[src/rtl/rro_pkg.sv]
// shared constants, types and the corner sort schedule of the overlap test
package rro_pkg;

  localparam int unsigned COORD_WIDTH_DEF = 24;
  localparam int unsigned COEF_WIDTH_DEF  = 16;
  localparam int unsigned NCORNERS        = 4;
  localparam int unsigned MAC_DIGIT       = 4;
  localparam int unsigned SORT_STEPS      = 9;

  typedef enum logic {
    OP_STORE = 1'b0,
    OP_TEST  = 1'b1
  } op_e;

  localparam logic [3:0] HIT_NONE = 4'd8;

  // control of the shared multiply-accumulate unit
  typedef struct packed {
    logic start;
    logic clr;
    logic sub;
  } rro_mac_cmd_t;

  // one compare-exchange step of the corner ordering
  typedef struct packed {
    logic [1:0] lo;
    logic [1:0] hi;
    logic       by_x;
  } sort_pair_t;

  function automatic sort_pair_t sort_pair(logic [3:0] step);
    sort_pair_t p;
    p = '{lo: 2'd0, hi: 2'd1, by_x: 1'b0};
    unique case (step)
      4'd0: p = '{lo: 2'd0, hi: 2'd1, by_x: 1'b0};
      4'd1: p = '{lo: 2'd2, hi: 2'd3, by_x: 1'b0};
      4'd2: p = '{lo: 2'd0, hi: 2'd2, by_x: 1'b0};
      4'd3: p = '{lo: 2'd1, hi: 2'd3, by_x: 1'b0};
      4'd4: p = '{lo: 2'd1, hi: 2'd2, by_x: 1'b0};
      4'd5: p = '{lo: 2'd1, hi: 2'd2, by_x: 1'b1};
      4'd6: p = '{lo: 2'd2, hi: 2'd3, by_x: 1'b1};
      4'd7: p = '{lo: 2'd1, hi: 2'd2, by_x: 1'b1};
      4'd8: p = '{lo: 2'd2, hi: 2'd3, by_x: 1'b0};
      default: p = '{lo: 2'd0, hi: 2'd1, by_x: 1'b0};
    endcase
    return p;
  endfunction

endpackage

[src/rtl/rro_mac.sv]
// shared signed multiply-accumulate unit, one 4-bit digit per cycle
module rro_mac import rro_pkg::*; #(
  parameter int unsigned OPW  = COORD_WIDTH_DEF + COEF_WIDTH_DEF + 3,
  parameter int unsigned ACCW = 2 * OPW + 1
) (
  input  logic                   clk_i,
  input  logic                   rst_ni,
  input  rro_mac_cmd_t           cmd_i,
  input  logic signed [OPW-1:0]  a_i,
  input  logic signed [OPW-1:0]  b_i,
  output logic                   busy_o,
  output logic signed [ACCW-1:0] acc_o
);

  localparam int unsigned STEPS = (OPW + MAC_DIGIT - 1) / MAC_DIGIT;
  localparam int unsigned CNTW  = $clog2(STEPS + 1);

  logic [CNTW-1:0] cnt_q;
  logic [ACCW-1:0] mcand_q;
  logic [ACCW-1:0] acc_q;
  logic [OPW-1:0]  mag_q;
  logic            neg_q;
  logic [OPW-1:0]  mag_start;
  logic [ACCW-1:0] part;

  assign mag_start = b_i[OPW-1] ? (~b_i + 1'b1) : b_i;
  assign part      = mcand_q * ACCW'(mag_q[MAC_DIGIT-1:0]);
  assign busy_o    = (cnt_q != '0);
  assign acc_o     = signed'(acc_q);

  always_ff @(posedge clk_i or negedge rst_ni) begin
    if (!rst_ni) begin
      cnt_q <= '0;
    end else if (cmd_i.start) begin
      cnt_q <= CNTW'(STEPS);
    end else if (busy_o) begin
      cnt_q <= cnt_q - 1'b1;
    end
  end

  always_ff @(posedge clk_i) begin
    if (cmd_i.start) begin
      mcand_q <= ACCW'(a_i);
      mag_q   <= mag_start;
      neg_q   <= b_i[OPW-1] ^ cmd_i.sub;
      if (cmd_i.clr) begin
        acc_q <= '0;
      end
    end else if (busy_o) begin
      acc_q   <= neg_q ? (acc_q - part) : (acc_q + part);
      mcand_q <= mcand_q << MAC_DIGIT;
      mag_q   <= mag_q >> MAC_DIGIT;
    end
  end

endmodule
[config.mk]
export PLATFORM = sky130hd
export DESIGN_NAME = rro_mac
export DESIGN_NICKNAME = d
export VERILOG_FILES = /design/src/rtl/rro_pkg.sv /design/src/rtl/rro_mac.sv
export SDC_FILE = /design/constraint.sdc
export NUM_CORES = 1
export LEC_CHECK = 0
export ABC_AREA = 0
export BUFFER_PORTS_ARGS = -buffer_cell sky130_fd_sc_hd__buf_2
export CORE_MARGIN = 2
export CORE_UTILIZATION = 40
export CTS_CLUSTER_DIAMETER = 30
export DETAILED_ROUTE_END_ITERATION = 10
export HOLD_SLACK_MARGIN = 0.05
export PLACE_DENSITY = 0.67
export SLEW_MARGIN = 40
export SYNTH_ARGS = -nofsm -noshare
export SYNTH_HDL_FRONTEND = slang
export SYNTH_SLANG_ARGS = --single-unit
[constraint.sdc]
create_clock -name clk_i -period 8.48 [get_ports clk_i]
set_input_delay 0.848 -clock clk_i [delete_from_list [all_inputs] [get_ports clk_i]]
set_output_delay 0.848 -clock clk_i [all_outputs]
set_load 0.02 [all_outputs]
==> flow_metrics.py, run 1 <==
metrics = {
    "finish": {
        "final_layout_size_suffix_gt1_share_pct": 19.75,
        "stdcell_count": 4994,
        "mostFrequentLayoutCells": "inv_1, nand2_1, buf_4",
        "fillers": 6927,
        "fin_nets": 4418,
        "area_growth_pct": 22.69,
        "antenna_cells": 0,
        "layout_commonest_cell": "inv_1",
    },
    "worst_setup_path": {
        "critPathKind": "reg -> reg",
        "cp-start-kind": "flop",
        "cp-end-kind": "flop",
        "crit_path_max_incr_delay_ns": 0.55,
        "slowest_stage": "or4b_4",
        "critPathArrivalTime_ns": 8.52,
        "path_common_cell": "buf_4",
        "worstPathRequired_ns": 8.88,
        "critPathMaxFanout": 30,
        "rr_worst_depth": 34,
    },
    "sta": {
        "setup_slack_ns": 0.3579,
        "finalCritPeriodShare_pct": 95.78,
        "setup_tns_ns": 0,
        "rsz0062_at_grt": "yes",
        "skew_ns": 0.07577,
        "setup_viol": 0,
        "fmax_mhz": 123.1,
        "max_slew.worst_pin.slew_ns": 0.7731,
        "max-slew-margin-rel_pct": 48.46,
        "finalMaxSlewViolations": 0,
        "holdWs_ns": 0.5064,
        "finalHoldViolCount": 0,
        "period_minus_slack_ns": 8.122,
    },
    "cts": {
        "cts_buffer_depth": 3,
        "clockRootBuffer": "clkbuf_16",
        "clkTransAtPathRegs_ns": 0.05,
        "insertion_delay_ns": 0.66,
        "cts_buffers": 60,
        "cts_tree": "built",
        "cts_max_level": 2,
        "cts_sinks": 222,
    },
    "synthesis": {
        "syn_nets": 4030,
        "synth-edff-count": 218,
        "synth_area_um2": 29250,
        "synth_seq_cells": 222,
        "synthCells": 3595,
        "synth_seq_area_share_pct": 22.72,
        "netlist_top_cells_area": "edfxtp_1, fa_1, ha_1, a21oi_1, and2_1",
        "ys.flop_type": "edfxtp_1",
        "yosys_warnings": 0,
        "ys_types": 101,
        "syn-mean-instance-area_um2": 8.136,
        "synth_top_area_share_pct": 22.38,
        "yosysTopAreaCell": "edfxtp_1",
        "async_reset_ff_share_pct": 1.802,
    },
    "grt": {
        "grt_antenna_before_repair": 1,
        "grt_use_total_pct": 22.38,
        "grt_max_degree": 91,
        "grt_pass1_wl_mm": 136.8,
        "grt_overflow": 0,
        "grt_pass1_vias": 25839,
    },
    "drt": {
        "drc": 0,
        "routed_wl_mm": 85.70,
        "avgRoutedWirePerCell_um": 17.16,
        "drtAntennaViolNets": 0,
        "routed_via_density": 5.387,
        "vias": 26903,
        "firstDrtPassIters": 5,
        "drtIter0Drc": 2126,
    },
    "floorplanning": {
        "die_h_um": 274.4,
        "placementRows": 99,
        "die_w_um": 274.4,
        "die_area_um2": 75300,
        "core_um2": 72710,
        "start_util_pct": 40.23,
        "boundaryPins": 179,
    },
    "placement": {
        "globalplace.congestion": 0.9412,
        "portBuffers": 178,
        "place_hpwl_mm": 68.23,
        "place_ws_ns": -0.02972,
        "post-place-cells": 4869,
    },
    "status": {
        "outcome": "finished, final reports clean",
    },
    "min_path": {
        "hold_class": "in -> reg",
        "hold_depth": 2,
    },
    "run": {
        "cap_viol_max_count": 0,
    },
}
## registers in the layout, summed over array words and instances (netlist names)
| signal | flops |
|---|---|
| acc_o | 87 |
| mag_q | 43 |
| mcand_q | 87 |
| cnt_q | 4 |
| neg_q | 1 |
## worst paths after layout
path / startpoint / endpoint / slack [ns]
setup / recovery: mag_q[3] / acc_o[82] / 0.36
max in group asynchronous: rst_ni / cnt_q[2] / 7.83
min in group asynchronous: rst_ni / cnt_q[1] / 0.52
hold / removal: cmd_i[0] / neg_q / 0.51
setup reg to reg: mag_q[3] / acc_o[82] / 0.36
hold reg to reg: cnt_q[3] / cnt_q[3] / 0.52
## per-layer routing
metal  up-vias  track usage [%]  share of wire, %
li1      13280                -                 -
met1     12708            32.03                47
met2       768            34.70                44
met3       145            3.144               5.5
met4         2            7.137               3.0
met5         -                0            0.0082
## stage by stage
| stage | util (%) | instance area, um^2 |
|---|---|---|
| after floorplan | - | 29250 |
| after global placement | 45.51 | 33090 |
| after detailed placement | 45.52 | 33100 |
| after CTS | 48.51 | 35270 |
| after global routing | 49.35 | 35880 |
| final | 49.35 | 35880 |
## critical path, delay by kind of cell, from the launching register on
kind / cells / cell delay, ns
AOI/OAI and AO/OA: 14 / 2.54
and+or+nand+nor: 9 / 2.22
buffers and inverters: 6 / 0.78
adders and majority gates: 4 / 1.72
xor gates and xnor gates: 1 / 0.16
DFF: 1 / 0.41
## synthesized netlist by cell type, types with 8 or more instances
library cell / number
mux2_2: 41
or4_1: 12
and3_1: 22
o41ai_1: 8
or3_1: 27
nand4_1: 81
nor2_1: 308
clkbuf_1: 162
or2_2: 10
buf_2: 12
o21ai_0: 181
a221oi_1: 9
o31ai_1: 31
a21o_1: 99
ha_1: 176
a211oi_1: 24
nor3_1: 64
nand2b_1: 25
xor2_1: 113
nor2b_1: 21
a21boi_0: 9
and2_1: 237
a21oi_1: 304
o221ai_1: 9
o21bai_1: 36
nor3b_1: 8
a31oi_1: 35
buf_1: 8
edfxtp_1: 218
xnor2_1: 157
inv_1: 370
nand2_1: 342
fa_1: 168
mux2i_1: 8
o211ai_1: 12
nor4_1: 23
o21a_1: 18
a211o_1: 10
nand3_1: 38
a2111oi_0: 8
o21ai_1: 20
## cells by family (layout without fill, tap and decap cells)
family	after synthesis	in the layout	share of synthesized area (%)
and+or+nand+nor	1266	1266	21.95
muxes	49	49	1.852
DFF	222	222	22.72
buffers and inverters	554	994	7.161
AOI/OAI and AO/OA	889	889	19.13
xor gates and xnor gates	271	271	8.162
adders and majority gates	344	344	19.03
## layout make-up
class                           count  area (um^2)  area share, %
Clock buffer                       67         1528          4.257
Clock inverter                     47        610.6          1.702
Sequential cell                   222         6646          18.52
Inverter                          372         1396          3.891
Timing Repair Buffer              508         3467          9.662
Tap cell                          959         1200          3.344
Multi-Input combinational cell   2819        21040          58.62
## repair_timing
action	4_1_cts	5_1_grt
gates resized for setup	5	130
pin swaps	0	24
hold buffers	1	0
endpoints found under the setup margin	7	27
hold endpoints to repair	4	0
buffers inserted	0	9
Power of run 1 is not shown: default switching activity piles up to over one toggle a cycle in this logic, so the estimate is an artifact.
==> run 2, diff against run 1 <==
--- a/config.mk
+++ b/config.mk
@@ -8,11 +8,11 @@
 export ABC_AREA = 0
 export BUFFER_PORTS_ARGS = -buffer_cell sky130_fd_sc_hd__buf_2
 export CORE_MARGIN = 2
-export CORE_UTILIZATION = 40
+export CORE_UTILIZATION = 50
 export CTS_CLUSTER_DIAMETER = 30
 export DETAILED_ROUTE_END_ITERATION = 10
 export HOLD_SLACK_MARGIN = 0.05
-export PLACE_DENSITY = 0.67
+export PLACE_DENSITY = 0.79
 export SLEW_MARGIN = 40
 export SYNTH_ARGS = -nofsm -noshare
 export SYNTH_HDL_FRONTEND = slang
==> flow_metrics.py, run 2 (synthesized netlist as in run 1, its figures left out) <==
metrics = {
    "status": {
        "outcome": "finished, final reports clean",
    },
    "placement": {
        "globalplace.congestion": 0.9967,
        "post-place-cells": 4587,
        "place_ws_ns": -0.1201,
        "place_hpwl_mm": 65.85,
        "portBuffers": 178,
    },
    "sta": {
        "setup_viol": 0,
        "period_minus_slack_ns": 8.350,
        "finalMaxSlewViolations": 0,
        "skew_ns": 0.05924,
        "max_slew.worst_pin.slew_ns": 0.7979,
        "finalCritPeriodShare_pct": 98.46,
        "setup_slack_ns": 0.1305,
        "fmax_mhz": 119.8,
        "rsz0062_at_grt": "yes",
        "max-slew-margin-rel_pct": 46.80,
        "finalHoldViolCount": 0,
    },
    "cts": {
        "cts_max_level": 2,
        "cts_buffer_depth": 3,
        "insertion_delay_ns": 0.64,
        "cts_sinks": 222,
        "cts_buffers": 54,
        "clockRootBuffer": "clkbuf_16",
        "clkTransAtPathRegs_ns": 0.05,
        "cts_tree": "built",
    },
    "worst_setup_path": {
        "critPathArrivalTime_ns": 8.70,
        "cp-start-kind": "flop",
        "worstPathRequired_ns": 8.83,
        "path_common_cell": "a21oi_1",
        "critPathMaxFanout": 18,
        "critPathKind": "reg -> reg",
        "slowest_stage": "fa_1",
        "cp-end-kind": "flop",
        "crit_path_max_incr_delay_ns": 0.55,
    },
    "drt": {
        "routed_wl_mm": 83.16,
        "drc": 0,
        "firstDrtPassIters": 7,
        "drtIter0Drc": 2480,
        "avgRoutedWirePerCell_um": 17.69,
        "drtAntennaViolNets": 0,
        "vias": 27170,
        "routed_via_density": 5.778,
    },
    "floorplanning": {
        "boundaryPins": 179,
        "die_area_um2": 60450,
        "die_h_um": 245.9,
        "die_w_um": 245.9,
        "core_um2": 57810,
        "placementRows": 88,
        "start_util_pct": 50.60,
    },
    "finish": {
        "mostFrequentLayoutCells": "inv_1, nand2_1, nor2_1",
        "layout_commonest_cell": "inv_1",
        "post-route-util_pct": 60.11,
        "final_layout_size_suffix_gt1_share_pct": 17.89,
        "fin_nets": 4325,
        "area_growth_pct": 18.79,
        "stdcell_count": 4702,
    },
    "grt": {
        "grt_antenna_before_repair": 2,
        "grt_overflow": 0,
        "grt_max_degree": 89,
        "grt_use_total_pct": 26.95,
        "grt_pass1_vias": 25562,
        "grt_pass1_wl_mm": 133.3,
    },
    "min_path": {
        "hold_class": "in -> reg",
    },
    "run": {
        "cap_viol_max_count": 0,
    },
}
[run 2: critical path: cells and delay by family, from the launching register on]
kind,cells,cell delay (ns)
buffers and inverters,6,0.78
xor gates and xnor gates,3,0.59
DFF,1,0.41
adders and majority gates,4,1.66
and+or+nand+nor,10,1.66
AOI/OAI and AO/OA,14,2.92
[run 2: through the flow]
step                hold slack [ns]  cell area [um^2]  setup TNS, ns
floorplan                    0.4738             29250              0
global placement             0.5010             32210        -0.1658
detailed placement           0.5118             32220        -0.5270
CTS                          0.4989             34140              0
global route                 0.5179             34740        -0.4570
finish                       0.5194             34740              0
[run 2: final timing paths]
path                               end  startpoint  slack, ns  cells after the start
max reg2reg                  acc_o[83]    mag_q[2]       0.13                     37
max                          acc_o[83]    mag_q[2]       0.13                     37
min in group asynchronous     cnt_q[0]      rst_ni       0.56                      2
min reg2reg                   cnt_q[3]    cnt_q[3]       0.52                      1
min                        mcand_q[41]     a_i[41]       0.52                      2
max in group asynchronous     cnt_q[2]      rst_ni       7.80                      2
[run 2: what timing repair did]
| item | 4_1_cts | 5_1_grt |
|---|---|---|
| pin swaps | 1 | 10 |
| endpoints found under the setup margin | 9 | 22 |
| hold buffers | 1 | 0 |
| gates resized for setup | 6 | 115 |
| hold endpoints to repair | 4 | 0 |
| buffers inserted | 2 | 8 |
[run 2: routing by layer]
metal / GRT usage (%) / wire length (um) / up-vias
met1: 39.38 / 38800 / 12878
met2: 41.34 / 36210 / 1035
met4: 7.665 / 2415 / 2
li1: - / - / 13088
met3: 3.885 / 5715 / 167
met5: 0 / 13 / -
[run 2: layout make-up]
cell class,instances,area (um^2)
Fill cell,5042,23060
Inverter,372,1396
Clock buffer,58,1366
Clock inverter,44,508.0
Sequential cell,222,6646
Tap cell,765,957.2
Timing Repair Buffer,421,2816
Antenna cell,1,2.502
Multi-Input combinational cell,2819,21050
Power of run 2 is left out for the same reason.
